$ cat src/sv/slr_pkg.sv
package slr_pkg;

  localparam int SAMPLE_W    = 16;
  localparam int IN_RATE_W   = 19;
  localparam int OUT_RATE_W  = 16;
  localparam int PHASE_W     = 20;
  localparam int PH_W        = 21;
  localparam int FRAC_W      = 16;
  localparam int CNT_W       = 4;
  localparam int CFG_ADDR_W  = 2;
  localparam int CFG_DATA_W  = 19;
  localparam int PROD_W      = 34;

  localparam logic [CNT_W-1:0] MAX_RESULTS = CNT_W'(14);

  localparam logic [CFG_ADDR_W-1:0] REG_IN_RATE  = CFG_ADDR_W'(0);
  localparam logic [CFG_ADDR_W-1:0] REG_OUT_RATE = CFG_ADDR_W'(1);
  localparam logic [CFG_ADDR_W-1:0] REG_MONO     = CFG_ADDR_W'(2);

  localparam logic [IN_RATE_W-1:0]  IN_RATE_RST  = IN_RATE_W'(48000);
  localparam logic [OUT_RATE_W-1:0] OUT_RATE_RST = OUT_RATE_W'(48000);

  typedef enum logic [3:0] {
    S_IDLE,
    S_DISPATCH,
    S_HELD,
    S_LOOP,
    S_DIV,
    S_MUL,
    S_BLEND,
    S_POST,
    S_TAIL,
    S_FINISH
  } slr_state_t;

  typedef enum logic [1:0] {
    EMIT_CUR,
    EMIT_HELD,
    EMIT_BLEND
  } slr_emit_sel_t;

  typedef struct packed {
    logic          load;
    logic          ph_zero;
    logic          ph_from_rem;
    logic          clr_held;
    logic          div_start;
    logic          div_step;
    logic          mul;
    logic          hold_blend;
    logic          ph_add_ir;
    logic          ph_sub_or;
    logic          upd_prev;
    logic          save_phase;
    logic          clr_chunk;
    logic          emit;
    slr_emit_sel_t emit_sel;
    logic          flush;
  } slr_cmd_t;

  typedef struct packed {
    logic rate_zero;
    logic rate_eq;
    logic have_prev;
    logic held_valid;
    logic held_ok;
    logic loop_go;
    logic blend_emit;
    logic tail_go;
    logic chunk_end;
    logic div_last;
    logic emit_ready;
    logic pend_valid;
    logic can_push;
  } slr_status_t;

endpackage

$ cat src/sv/stereo_linear_resampler_top.sv
// Channel  | Direction | Beat contents
// in_      | slave     | tdata: sample_a[15:0], sample_b[31:16]; tuser: silent; tlast: chunk_end
// out_     | master    | tdata: out_left[15:0], out_right[31:16]; tlast: last_of_run
// cfg_     | write     | cfg_addr 0 in_rate, 1 out_rate, 2 mono_input; cfg_wdata[18:0]
//
// One input beat is taken at a time. Equal rates pass each frame straight through. Otherwise
// each blend position waits for a radix-2 divider to form its blend fraction, and a chunk end
// may add repeated tail outputs.
// Reset is synchronous, active low, and restores the register defaults and a fresh chunk.
// A stalled output holds the next result, and the input waits until no result is pending.
module stereo_linear_resampler_top (
  input  logic                           clk,
  input  logic                           rst_n,
  input  logic                           cfg_we,
  input  logic [slr_pkg::CFG_ADDR_W-1:0] cfg_addr,
  input  logic [slr_pkg::CFG_DATA_W-1:0] cfg_wdata,
  input  logic                           in_tvalid,
  output logic                           in_tready,
  input  logic [31:0]                    in_tdata,   // sample_a, sample_b
  input  logic                           in_tuser,   // silent
  input  logic                           in_tlast,   // chunk_end
  output logic                           out_tvalid,
  input  logic                           out_tready,
  output logic [31:0]                    out_tdata,  // out_left, out_right
  output logic                           out_tlast   // last_of_run
);
  import slr_pkg::*;

  slr_cmd_t    cmd;
  slr_status_t st;

  slr_ctrl u_ctrl (
    .clk      (clk),
    .rst_n    (rst_n),
    .in_valid (in_tvalid),
    .in_ready (in_tready),
    .st       (st),
    .cmd      (cmd)
  );

  slr_datapath u_dp (
    .clk        (clk),
    .rst_n      (rst_n),
    .cfg_we     (cfg_we),
    .cfg_addr   (cfg_addr),
    .cfg_wdata  (cfg_wdata),
    .in_tdata   (in_tdata),
    .in_tuser   (in_tuser),
    .in_tlast   (in_tlast),
    .out_tvalid (out_tvalid),
    .out_tready (out_tready),
    .out_tdata  (out_tdata),
    .out_tlast  (out_tlast),
    .cmd        (cmd),
    .st         (st)
  );

endmodule

$ cat src/sv/slr_div.sv
module slr_div (
  input  logic                         clk,
  input  logic                         rst_n,
  input  logic                         start,
  input  logic                         step,
  input  logic [slr_pkg::FRAC_W-1:0]   dividend,
  input  logic [slr_pkg::OUT_RATE_W-1:0] divisor,
  output logic [slr_pkg::FRAC_W-1:0]   quotient,
  output logic                         last
);
  import slr_pkg::*;

  // Computes (dividend << 16) / divisor, one quotient bit per step.
  // The dividend is below the divisor, so the remainder fits in 16 bits.
  logic [OUT_RATE_W-1:0] rem_r, rem_nxt;
  logic [FRAC_W-1:0]     quo_r, quo_nxt;
  logic [CNT_W-1:0]      cnt_r, cnt_nxt;
  logic [OUT_RATE_W:0]   shifted;
  logic                  bit_q;

  always_comb begin
    shifted = {rem_r, 1'b0};
    bit_q   = (shifted >= {1'b0, divisor});
    rem_nxt = rem_r;
    quo_nxt = quo_r;
    cnt_nxt = cnt_r;
    if (start) begin
      rem_nxt = dividend;
      quo_nxt = '0;
      cnt_nxt = '0;
    end else if (step) begin
      rem_nxt = bit_q ? OUT_RATE_W'(shifted - {1'b0, divisor}) : shifted[OUT_RATE_W-1:0];
      quo_nxt = {quo_r[FRAC_W-2:0], bit_q};
      cnt_nxt = cnt_r + CNT_W'(1);
    end
  end

  always_ff @(posedge clk) begin
    rem_r <= rem_nxt;
    quo_r <= quo_nxt;
    if (!rst_n) begin
      cnt_r <= '0;
    end else begin
      cnt_r <= cnt_nxt;
    end
  end

  assign quotient = quo_r;
  assign last     = step && (cnt_r == {CNT_W{1'b1}});

endmodule

$ cat src/sv/slr_datapath.sv
module slr_datapath (
  input  logic                             clk,
  input  logic                             rst_n,
  input  logic                             cfg_we,
  input  logic [slr_pkg::CFG_ADDR_W-1:0]   cfg_addr,
  input  logic [slr_pkg::CFG_DATA_W-1:0]   cfg_wdata,
  input  logic [2*slr_pkg::SAMPLE_W-1:0]   in_tdata,
  input  logic                             in_tuser,
  input  logic                             in_tlast,
  output logic                             out_tvalid,
  input  logic                             out_tready,
  output logic [2*slr_pkg::SAMPLE_W-1:0]   out_tdata,
  output logic                             out_tlast,
  input  slr_pkg::slr_cmd_t                cmd,
  output slr_pkg::slr_status_t             st
);
  import slr_pkg::*;

  // Configuration.
  logic [IN_RATE_W-1:0]  in_rate_r;
  logic [OUT_RATE_W-1:0] out_rate_r;
  logic                  mono_r;

  always_ff @(posedge clk) begin
    if (!rst_n) begin
      in_rate_r  <= IN_RATE_RST;
      out_rate_r <= OUT_RATE_RST;
      mono_r     <= 1'b0;
    end else if (cfg_we) begin
      case (cfg_addr)
        REG_IN_RATE:  in_rate_r  <= cfg_wdata[IN_RATE_W-1:0];
        REG_OUT_RATE: out_rate_r <= cfg_wdata[OUT_RATE_W-1:0];
        REG_MONO:     mono_r     <= cfg_wdata[0];
        default:      ;
      endcase
    end
  end

  // Current frame.
  logic [SAMPLE_W-1:0] cur_l_r, cur_r_r, in_a, in_b;
  logic                end_r;

  assign in_a = in_tdata[SAMPLE_W-1:0];
  assign in_b = in_tdata[2*SAMPLE_W-1:SAMPLE_W];

  always_ff @(posedge clk) begin
    if (cmd.load) begin
      cur_l_r <= in_tuser ? '0 : in_a;
      cur_r_r <= in_tuser ? '0 : (mono_r ? in_a : in_b);
      end_r   <= in_tlast;
    end
  end

  // Chunk state and the phase being worked on.
  logic [SAMPLE_W-1:0] prev_l_r, prev_r_r, held_l_r, held_r_r;
  logic                have_prev_r, held_valid_r;
  logic [PHASE_W-1:0]  phase_rem_r;
  logic [PH_W-1:0]     ph_r, ph_nxt;
  logic [PH_W:0]       ph_plus_ir;
  logic [OUT_RATE_W:0] two_orr;

  assign ph_plus_ir = {1'b0, ph_r} + (PH_W+1)'(in_rate_r);
  assign two_orr    = {out_rate_r, 1'b0};

  always_comb begin
    ph_nxt = ph_r;
    if (cmd.ph_zero) begin
      ph_nxt = '0;
    end else if (cmd.ph_from_rem) begin
      ph_nxt = {1'b0, phase_rem_r};
    end else if (cmd.ph_add_ir) begin
      ph_nxt = ph_plus_ir[PH_W-1:0];
    end else if (cmd.ph_sub_or) begin
      ph_nxt = ph_r - PH_W'(out_rate_r);
    end
  end

  always_ff @(posedge clk) begin
    ph_r <= ph_nxt;
  end

  // Blend fraction.
  logic [FRAC_W-1:0] frac;
  logic              div_last;

  slr_div u_div (
    .clk      (clk),
    .rst_n    (rst_n),
    .start    (cmd.div_start),
    .step     (cmd.div_step),
    .dividend (ph_r[FRAC_W-1:0]),
    .divisor  (out_rate_r),
    .quotient (frac),
    .last     (div_last)
  );

  // One multiplier per channel, registered before the final add.
  logic signed [SAMPLE_W:0]   diff_l, diff_r;
  logic signed [FRAC_W:0]     frac_s;
  logic signed [PROD_W-1:0]   prod_l_r, prod_r_r, t_l, t_r;
  logic [SAMPLE_W-1:0]        blend_l, blend_r;

  assign diff_l = $signed({cur_l_r[SAMPLE_W-1], cur_l_r}) - $signed({prev_l_r[SAMPLE_W-1], prev_l_r});
  assign diff_r = $signed({cur_r_r[SAMPLE_W-1], cur_r_r}) - $signed({prev_r_r[SAMPLE_W-1], prev_r_r});
  assign frac_s = $signed({1'b0, frac});

  always_ff @(posedge clk) begin
    if (cmd.mul) begin
      prod_l_r <= PROD_W'(diff_l * frac_s);
      prod_r_r <= PROD_W'(diff_r * frac_s);
    end
  end

  // Rounded, floored shift; the low 16 bits of the sum are all that survive.
  assign t_l     = prod_l_r + PROD_W'(32768);
  assign t_r     = prod_r_r + PROD_W'(32768);
  assign blend_l = prev_l_r + t_l[31:16];
  assign blend_r = prev_r_r + t_r[31:16];

  always_ff @(posedge clk) begin
    if (cmd.upd_prev) begin
      prev_l_r <= cur_l_r;
      prev_r_r <= cur_r_r;
    end
    if (cmd.hold_blend) begin
      held_l_r <= blend_l;
      held_r_r <= blend_r;
    end
    if (!rst_n) begin
      prev_l_r <= '0;
      prev_r_r <= '0;
    end
  end

  always_ff @(posedge clk) begin
    if (!rst_n) begin
      have_prev_r  <= 1'b0;
      held_valid_r <= 1'b0;
      phase_rem_r  <= '0;
    end else begin
      if (cmd.clr_chunk) begin
        have_prev_r  <= 1'b0;
        held_valid_r <= 1'b0;
        phase_rem_r  <= '0;
      end else begin
        if (cmd.ph_zero) begin
          have_prev_r  <= 1'b1;
          held_valid_r <= 1'b0;
        end else if (cmd.clr_held) begin
          held_valid_r <= 1'b0;
        end else if (cmd.hold_blend) begin
          held_valid_r <= 1'b1;
        end
        if (cmd.save_phase) begin
          phase_rem_r <= ph_r[PHASE_W-1:0];
        end
      end
    end
  end

  // Results: one pending result waits until it is known whether another
  // follows, then moves to the output register.
  logic [2*SAMPLE_W-1:0] emit_data, pend_r, out_data_r;
  logic                  pend_valid_r, out_valid_r, out_last_r;
  logic [CNT_W-1:0]      n_r;
  logic                  can_push, emit_take, push;

  always_comb begin
    case (cmd.emit_sel)
      EMIT_HELD:  emit_data = {held_r_r, held_l_r};
      EMIT_BLEND: emit_data = {blend_r, blend_l};
      default:    emit_data = {cur_r_r, cur_l_r};
    endcase
  end

  assign can_push  = !out_valid_r || out_tready;
  assign emit_take = cmd.emit && (n_r != MAX_RESULTS);
  assign push      = (emit_take && pend_valid_r) || (cmd.flush && pend_valid_r);

  always_ff @(posedge clk) begin
    if (emit_take) begin
      pend_r <= emit_data;
    end
    if (push) begin
      out_data_r <= pend_r;
      out_last_r <= cmd.flush;
    end
    if (!rst_n) begin
      pend_valid_r <= 1'b0;
      out_valid_r  <= 1'b0;
      n_r          <= '0;
    end else begin
      if (cmd.load) begin
        n_r <= '0;
      end else if (emit_take) begin
        n_r <= n_r + CNT_W'(1);
      end
      if (emit_take) begin
        pend_valid_r <= 1'b1;
      end else if (cmd.flush) begin
        pend_valid_r <= 1'b0;
      end
      if (push) begin
        out_valid_r <= 1'b1;
      end else if (out_tready) begin
        out_valid_r <= 1'b0;
      end
    end
  end

  assign out_tvalid = out_valid_r;
  assign out_tdata  = out_data_r;
  assign out_tlast  = out_last_r;

  always_comb begin
    st.rate_zero  = (in_rate_r == '0) || (out_rate_r == '0);
    st.rate_eq    = (in_rate_r == IN_RATE_W'(out_rate_r));
    st.have_prev  = have_prev_r;
    st.held_valid = held_valid_r;
    st.held_ok    = (ph_r <= PH_W'(two_orr));
    st.loop_go    = (ph_r < PH_W'(out_rate_r));
    st.blend_emit = (ph_plus_ir <= (PH_W+1)'(two_orr));
    st.tail_go    = (ph_plus_ir <= (PH_W+1)'(out_rate_r));
    st.chunk_end  = end_r;
    st.div_last   = div_last;
    st.emit_ready = (n_r == MAX_RESULTS) || !pend_valid_r || can_push;
    st.pend_valid = pend_valid_r;
    st.can_push   = can_push;
  end

  a_pend_counted: assert property (@(posedge clk) disable iff (!rst_n)
    pend_valid_r |-> (n_r != '0))
    else $error("pending result without a counted emit");

  a_count_cap: assert property (@(posedge clk) disable iff (!rst_n)
    n_r <= MAX_RESULTS)
    else $error("result count beyond limit");

  a_held_in_chunk: assert property (@(posedge clk) disable iff (!rst_n)
    held_valid_r |-> have_prev_r)
    else $error("held result outside a chunk");

endmodule

$ cat src/sv/slr_ctrl.sv
module slr_ctrl (
  input  logic                  clk,
  input  logic                  rst_n,
  input  logic                  in_valid,
  output logic                  in_ready,
  input  slr_pkg::slr_status_t  st,
  output slr_pkg::slr_cmd_t     cmd
);
  import slr_pkg::*;

  slr_state_t state_r, state_nxt;

  always_ff @(posedge clk) begin
    if (!rst_n) begin
      state_r <= S_IDLE;
    end else begin
      state_r <= state_nxt;
    end
  end

  always_comb begin
    state_nxt = state_r;
    cmd       = '0;
    cmd.emit_sel = EMIT_CUR;
    in_ready  = 1'b0;
    case (state_r)
      S_IDLE: begin
        in_ready = 1'b1;
        if (in_valid) begin
          cmd.load  = 1'b1;
          state_nxt = S_DISPATCH;
        end
      end
      S_DISPATCH: begin
        if (st.rate_zero) begin
          state_nxt = S_IDLE;
        end else if (st.rate_eq) begin
          if (st.emit_ready) begin
            cmd.emit      = 1'b1;
            cmd.emit_sel  = EMIT_CUR;
            cmd.upd_prev  = 1'b1;
            cmd.clr_chunk = 1'b1;
            state_nxt     = S_FINISH;
          end
        end else if (!st.have_prev) begin
          cmd.ph_zero = 1'b1;
          state_nxt   = S_POST;
        end else begin
          cmd.ph_from_rem = 1'b1;
          state_nxt       = S_HELD;
        end
      end
      S_HELD: begin
        // A held-back result is confirmed once the phase shows the chunk
        // reached far enough; a chunk end drops it otherwise.
        if (st.held_valid && st.held_ok) begin
          if (st.emit_ready) begin
            cmd.emit     = 1'b1;
            cmd.emit_sel = EMIT_HELD;
            cmd.clr_held = 1'b1;
            state_nxt    = S_LOOP;
          end
        end else begin
          cmd.clr_held = st.held_valid && st.chunk_end;
          state_nxt    = S_LOOP;
        end
      end
      S_LOOP: begin
        if (st.loop_go) begin
          cmd.div_start = 1'b1;
          state_nxt     = S_DIV;
        end else begin
          cmd.ph_sub_or = 1'b1;
          state_nxt     = S_POST;
        end
      end
      S_DIV: begin
        cmd.div_step = 1'b1;
        if (st.div_last) begin
          state_nxt = S_MUL;
        end
      end
      S_MUL: begin
        cmd.mul   = 1'b1;
        state_nxt = S_BLEND;
      end
      S_BLEND: begin
        if (st.blend_emit) begin
          if (st.emit_ready) begin
            cmd.emit      = 1'b1;
            cmd.emit_sel  = EMIT_BLEND;
            cmd.ph_add_ir = 1'b1;
            state_nxt     = S_LOOP;
          end
        end else begin
          cmd.hold_blend = !st.chunk_end;
          cmd.ph_add_ir  = 1'b1;
          state_nxt      = S_LOOP;
        end
      end
      S_POST: begin
        cmd.upd_prev = 1'b1;
        if (st.chunk_end) begin
          state_nxt = S_TAIL;
        end else begin
          cmd.save_phase = 1'b1;
          state_nxt      = S_FINISH;
        end
      end
      S_TAIL: begin
        // Past the last frame of the chunk, that frame is repeated.
        if (st.tail_go) begin
          if (st.emit_ready) begin
            cmd.emit      = 1'b1;
            cmd.emit_sel  = EMIT_CUR;
            cmd.ph_add_ir = 1'b1;
          end
        end else begin
          cmd.clr_chunk = 1'b1;
          state_nxt     = S_FINISH;
        end
      end
      S_FINISH: begin
        if (!st.pend_valid) begin
          state_nxt = S_IDLE;
        end else if (st.can_push) begin
          cmd.flush = 1'b1;
          state_nxt = S_IDLE;
        end
      end
      default: begin
        state_nxt = S_IDLE;
      end
    endcase
  end

  a_idle_drained: assert property (@(posedge clk) disable iff (!rst_n)
    (state_r == S_IDLE) |-> !st.pend_valid)
    else $error("idle with an undelivered result");

  a_mul_after_div: assert property (@(posedge clk) disable iff (!rst_n)
    (state_r == S_MUL) |-> ($past(state_r) == S_DIV) && $past(st.div_last))
    else $error("multiply without a finished fraction");

endmodule
$ cat config.mk
export PLATFORM = sky130hd
export DESIGN_NAME = stereo_linear_resampler_top
export DESIGN_NICKNAME = d
export VERILOG_FILES = /design/src/sv/slr_pkg.sv /design/src/sv/stereo_linear_resampler_top.sv /design/src/sv/slr_div.sv /design/src/sv/slr_datapath.sv /design/src/sv/slr_ctrl.sv
export SDC_FILE = /design/constraint.sdc
export NUM_CORES = 2
export LEC_CHECK = 0
export BUFFER_PORTS_ARGS = -buffer_cell sky130_fd_sc_hd__buf_2
export CORE_MARGIN = 1.5
export CORE_UTILIZATION = 55
export DETAILED_ROUTE_END_ITERATION = 6
export GPL_ROUTABILITY_DRIVEN = 0
export GPL_TIMING_DRIVEN = 0
export HOLD_SLACK_MARGIN = 0.05
export PLACE_DENSITY = 0.72
export SYNTH_ARGS = -nofsm -noshare
export SYNTH_HDL_FRONTEND = slang
export SYNTH_SLANG_ARGS = --single-unit
$ cat constraint.sdc
create_clock -name clk -period 19.5 [get_ports clk]
set_input_delay 1.95 -clock clk [delete_from_list [all_inputs] [get_ports clk]]
set_output_delay 1.95 -clock clk [all_outputs]
set_load 0.02 [all_outputs]
# ---- Yosys cells after proc, flatten, opt, wreduce, memory -nomap -nowiden
# Cells that the tools add are included.
dict set report totals {
  in_bits 60
  word_cells 169
  output_inout_bits 35
  register_bits 351
}
dict set report classes {
  mul 2
  n_reduce_logical 32
  eq_ne 22
  add_sub_neg 11
  bitwise_logic 1
  magnitude_cmp 5
  n_mux 69
}
# cell n
set ops {}
lappend ops {{adder 32 x 17 -> 32 bit, second input constant} 2}
lappend ops {{multiplier 17 x 17 -> 32 bit} 2}
lappend ops {{2-to-1 mux 16 bit} 4}
lappend ops {{one-hot mux 32 bit (2 select lines)} 1}
lappend ops {{2-to-1 mux 4 bit} 14}
lappend ops {{2-to-1 mux 21 bit} 2}
lappend ops {{one-hot mux 4 bit (10 select lines)} 1}
lappend ops {{subtractor 16 x 16 -> 17 bit} 2}
lappend ops {{adder 16 bit} 2}
lappend ops {{2-to-1 mux 1 bit} 31}
lappend ops {{adder 21 x 19 -> 22 bit} 1}
lappend ops {{less-or-equal comparator 22 x 16 -> 1 bit} 1}
lappend ops {{less-or-equal comparator 22 x 17 -> 1 bit} 1}
lappend ops {{less-or-equal comparator 21 x 17 -> 1 bit} 1}
lappend ops {{less-than comparator 21 x 16 -> 1 bit} 1}
lappend ops {{2-to-1 mux 3 bit} 7}
lappend ops {{subtractor 21 x 16 -> 21 bit} 1}
lappend ops {{2-to-1 mux 20 bit} 1}
lappend ops {{equality test 19 x 16 -> 1 bit} 1}
lappend ops {{zero test 19 bit} 1}
lappend ops {{>= comparator 17 x 16 -> 1 bit} 1}
lappend ops {{equality test 4 x 3 -> 1 bit, second input constant} 4}
lappend ops {{equality test 4 bit, second input constant} 4}
lappend ops {{zero test 16 bit} 1}
lappend ops {{25 further kinds} 55}

# ---- Logic depth before layout (Yosys ltp)
dict set report logic_depth {
  depth_word 11
  mapped_depth 36
  ltp_nobuf 35
}

# ---- Hierarchy
# Synthesis repeated with hierarchy kept, for this count alone.
dict set report unflattened {
  hier_cells 4279
  area_unflattened_um2 39633.0
}
# mod n_inst cells_each area_per_inst_um2
set modules_own_cells {}
lappend modules_own_cells {slr_datapath 1 3904 36518.8}
lappend modules_own_cells {slr_div 1 281 2483.6}
lappend modules_own_cells {slr_ctrl 1 94 630.6}

# ---- Worst setup path before layout
# No wires, ideal clock.
dict set report synth_timing {
  path_kind {reg2reg}
  start {reg u_dp.cur_r_r[0]}
  end {reg u_dp.prod_r_r[31] (data pin)}
  arrival_ns 8.087
  setup_slack_ns 11.145
  setup_ns 0.268
  path_stages_with_launch 34
  period_less_slack_ns 8.355
  path_buffers 1
  path_cell_list {edfxtp_1 -> inv_1 -> ha_1 -> fa_1 -> nor2b_1 -> o21ai_1 -> a21boi_1 -> o211ai_1 -> a21oi_1 -> nor3_1 -> nor3_1 -> o32ai_2 -> clkbuf_1 -> nand2_1 -> fa_1 -> fa_1 -> inv_1 -> fa_1 -> fa_1 -> fa_1 -> inv_1 -> fa_1 -> inv_1 -> ha_1 -> a21oi_1 -> nor2b_1 -> o21ai_0 -> nand2b_1 -> or3_1 -> o211ai_1 -> nand3_1 -> o41a_1 -> a21o_1 -> xnor3_1}
}
dict set report synth_between {
  elab_chain_len 2
}
# element line_no
set synth_rtl {}
lappend synth_rtl {{from (decl)} slr_datapath.sv:40} ;# logic [SAMPLE_W-1:0] cur_l_r, cur_r_r, in_a, in_b;
lappend synth_rtl {{from (signal assigned)} slr_datapath.sv:49} ;# cur_r_r <= in_tuser ? '0 : (mono_r ? in_a : in_b);
lappend synth_rtl {{subtractor 16 x 16 -> 17 bit} slr_datapath.sv:104} ;# assign diff_r = $signed({cur_r_r[SAMPLE_W-1], cur_r_r}) - $signed({prev_r_r[SAMPLE_W-1], prev_r_r});
lappend synth_rtl {{multiplier 17 x 17 -> 32 bit} slr_datapath.sv:110} ;# prod_r_r <= PROD_W'(diff_r * frac_s);
lappend synth_rtl {{to (signal assigned)} slr_datapath.sv:110}
lappend synth_rtl {{to (decl)} slr_datapath.sv:100} ;# logic signed [PROD_W-1:0] prod_l_r, prod_r_r, t_l, t_r;
# No other way between the ends.
# A chain may end at the register's enable or synchronous reset.

# ---- Final worst setup path
dict set report layout_timing {
  start {reg u_dp.cur_l_r[0]}
  end {reg u_dp.prod_l_r[31] (data pin)}
}
dict set report layout_between {
  elab_chain_len 2
}
# element line_no
set layout_rtl {}
lappend layout_rtl {{from (decl)} slr_datapath.sv:40}
lappend layout_rtl {{from (signal assigned)} slr_datapath.sv:48} ;# cur_l_r <= in_tuser ? '0 : in_a;
lappend layout_rtl {{subtractor 16 x 16 -> 17 bit} slr_datapath.sv:103} ;# assign diff_l = $signed({cur_l_r[SAMPLE_W-1], cur_l_r}) - $signed({prev_l_r[SAMPLE_W-1], prev_l_r});
lappend layout_rtl {{multiplier 17 x 17 -> 32 bit} slr_datapath.sv:109} ;# prod_l_r <= PROD_W'(diff_l * frac_s);
lappend layout_rtl {{to (signal assigned)} slr_datapath.sv:109}
lappend layout_rtl {{to (decl)} slr_datapath.sv:100}
# No other way between the ends.

==> flow_metrics.tcl <==
set metrics [dict create \
    path_depth 34 \
    num-fill-cells 6332 \
    hold_violations 0 \
    grt_start_max_net_pins 35 \
    die_h_um 274 \
    grt_pass1_vias 32700 \
    track_usage 0.314 \
    die-area_um2 75100 \
    wl_met1_um 48100 \
    postRouteWirelength_um 117000 \
    synth_top_area_frac 0.259 \
    p_sw_frac 0.521 \
    maxCapViolations 0 \
    timing.setup.tns_ns 0 \
    syn-instance-count 4514 \
    required_ns 19.79 \
    wl_per_cell_um 20.7 \
    cts_tree "yes" \
    synthArstFlopShare 0 \
    ys_ff_latch 321 \
    run_status "finished, final reports clean" \
    p_per_area_nw_per_um2 129 \
    seqPwrFrac 0.179 \
    yosysMostFrequentCell "inv_1" \
    cts_buffers 38 \
    ys_types 83 \
    leakagePower_uw 0.0202 \
    io_pins 95 \
    final.setup_skew_ns 0.0277 \
    synth.net_count 5431 \
    fin_crit_ns 11.32 \
    drtIter0Drc 3256 \
    worstMarginPinSlew_ns 1.22 \
    crit_slowest_cell "o41ai_1" \
    drtPass1Iterations 7 \
    crit_type "reg -> reg" \
    vias_per_cell 5.87 \
    start_kind "flop" \
    crit_family "compound AO/OA/AOI/OAI gates" \
    antenna_found_initial 4 \
    fin_cells 5642 \
    crit_path_max_incr_delay_ns 0.90 \
    hold_buffers 0 \
    fmax_ghz 0.0883 \
    dr_total_vias 33100 \
    hp-class "reg -> reg" \
    min_from "u_dp.pend_r[14]$_DFFE_PP_" \
    switching_power_uw 2920 \
    route.met2.wl_um 51700 \
    ys_seq_area_frac 0.204 \
    grt-ovfl-total 0 \
    timing.rr.end "u_dp.prod_l_r[31]$_DFFE_PP_" \
    yosys-top-cells-count "inv_1 (759), nand2_1 (566), fa_1 (523)" \
    highest_layer "met5" \
    synth_area_leaders "fa_1 (26%), edfxtp_1 (13%), ha_1 (10%)" \
    p_clk_frac 0.133 \
    cp-startpoint "u_dp.cur_l_r[0]$_SDFFCE_PP0P_" \
    synth-edff-count 180 \
    syn_avg_cell_area_um2 8.95 \
    root_buffer "clkbuf_16" \
    drive_gt1_frac 0.0442 \
    reg2reg_slack_ns 8.18 \
    setup_viol 0 \
    vdd_drop_max_uv 94.3 \
    rsz0062_at_grt "no" \
    relSlewSlack 0.184 \
    cp_common_cell "fa_1" \
    met3_length_um 11700 \
    cts_resized 0 \
    fin_nets 5569 \
    whs_path_depth 0 \
    path_clk_slew_ns 0.06 \
    critPathMaxFanout 10 \
    cts_sinks 321 \
    crit_path_end_kind "flop" \
    fin_util 0.597 \
    syn2layout_area_growth_pct 7.64 \
    rr_startpoint "u_dp.cur_l_r[0]$_SDFFCE_PP0P_" \
    row_count 99 \
    post-route-drc-count 0 \
    synth_largest_area_cell "fa_1" \
    hpwl_um 94400 \
    dp.cells 5571 \
    whs_endpoint "u_dp.out_tdata[14]$_DFFE_PP_" \
    p_int_uw 2690 \
    r2r_cells 34 \
    die_x_um 274 \
    worst-path-buf-inv 6 \
    crit_arrival_ns 11.61 \
    clock_latency_ns 0.58 \
    min_period_over_period 0.581 \
    pwr-share-comb 0.688 \
    ant_nets 0 \
    start_util 0.555 \
    yosysWarnings 0 \
    cts-htree-levels 2 \
    grt_pass1_wl_um 182000 \
    core_region_area_um2 72800 \
    slew_violations 0 \
    clock_path_buffers 3 \
    synth.cell_area_um2 40400 \
    port_buffers 94 \
    cts_setup_buffers 0 \
    ys.flop_type "edfxtp_1" \
]
cell families after synthesis:
logic type	synth area share
simple gates	0.173
mux	0.0116
xor+xnor	0.0459
fa+ha+maj	0.363
flops	0.204
compound gates	0.111
buf+inv	0.0918
power groups by stage:
stage	Sequential, uW	Combinational [uW]	Clock (uW)
after detailed placement	1010	3760	0
after floorplan	965	2660	0
final	1010	3860	746
after global routing	1010	4310	774
after global placement	1010	3670	0
after CTS	1000	3790	754
layout make-up:
class,instances,area [um2],area share
buffer,222,858,0.0197
timing repair buffer,98,541,0.0124
tap,959,1200,0.0276
clock inverter,22,220,0.00507
sequential,321,8230,0.189
antenna,1,2.50,0.0000576
inverter,759,2850,0.0655
multi-input combinational,3212,28500,0.655
clock buffer,48,1080,0.0249
sequential cells by signal (all words and copies together), names as in the netlist, 17 cells and up:
signal / cells
u_dp.phase_rem_r: 20
u_dp.pend_r: 32
u_dp.prod_r_r: 17
u_dp.ph_r: 21
u_dp.out_tdata: 32
u_dp.in_rate_r: 19
u_dp.prod_l_r: 17
how the worst max path moves through the flow:
stage                                        to  slack (ns)
finish              u_dp.prod_l_r[31]$_DFFE_PP_        8.18
floorplan           u_dp.prod_r_r[31]$_DFFE_PP_       11.15
global placement    u_dp.prod_l_r[31]$_DFFE_PP_        8.63
detailed placement  u_dp.prod_l_r[31]$_DFFE_PP_        8.59
CTS                 u_dp.prod_l_r[31]$_DFFE_PP_        8.52
global route        u_dp.prod_l_r[31]$_DFFE_PP_        7.83
layer usage:
layer / vias to the layer above / track usage
met5: - / 0
met4: 6 / 0.126
met3: 337 / 0.0675
met2: 1597 / 0.492
met1: 16200 / 0.426
li1: 15000 / -
placed cells by master (no fill, tap or decap), types with 47 or more instances in the layout:
master	n
a21boi_0	64
fa_1	523
ha_1	334
nand3_1	143
a21oi_1	138
o21ai_0	119
xnor2_1	152
and3_1	49
and2_1	204
xor2_1	57
nor3_1	52
edfxtp_1	180
inv_1	759
clkbuf_1	210
nor2_1	167
nor2b_1	65
buf_2	99
nand2_1	566
nand2b_1	47
dfxtp_1	141
metrics by stage:
step	power, uW	hold slack (ns)	worst slack [ns]	cell area [um2]
4_1_cts	5550	0.420	8.52	43500
3_3_place_gp	4680	0.401	8.63	42100
5_1_grt	6090	0.424	7.83	43500
2_1_floorplan	3630	0.400	11.15	40400
3_5_place_dp	4780	0.405	8.59	42200
6_report	5610	0.418	8.18	43500
worst reg2reg max path: cells and delay by family (launching register included):
kind                     cells  cell delay (ns)
flip-flops                   1             0.38
AND/OR/NAND/NOR              5             0.85
AO/OA/AOI/OAI               12             3.89
buffers and inverters        6             0.87
adder cells (fa/ha/maj)      9             3.71
XOR/XNOR                     2             1.33
Power figures use the tool's default switching activity.
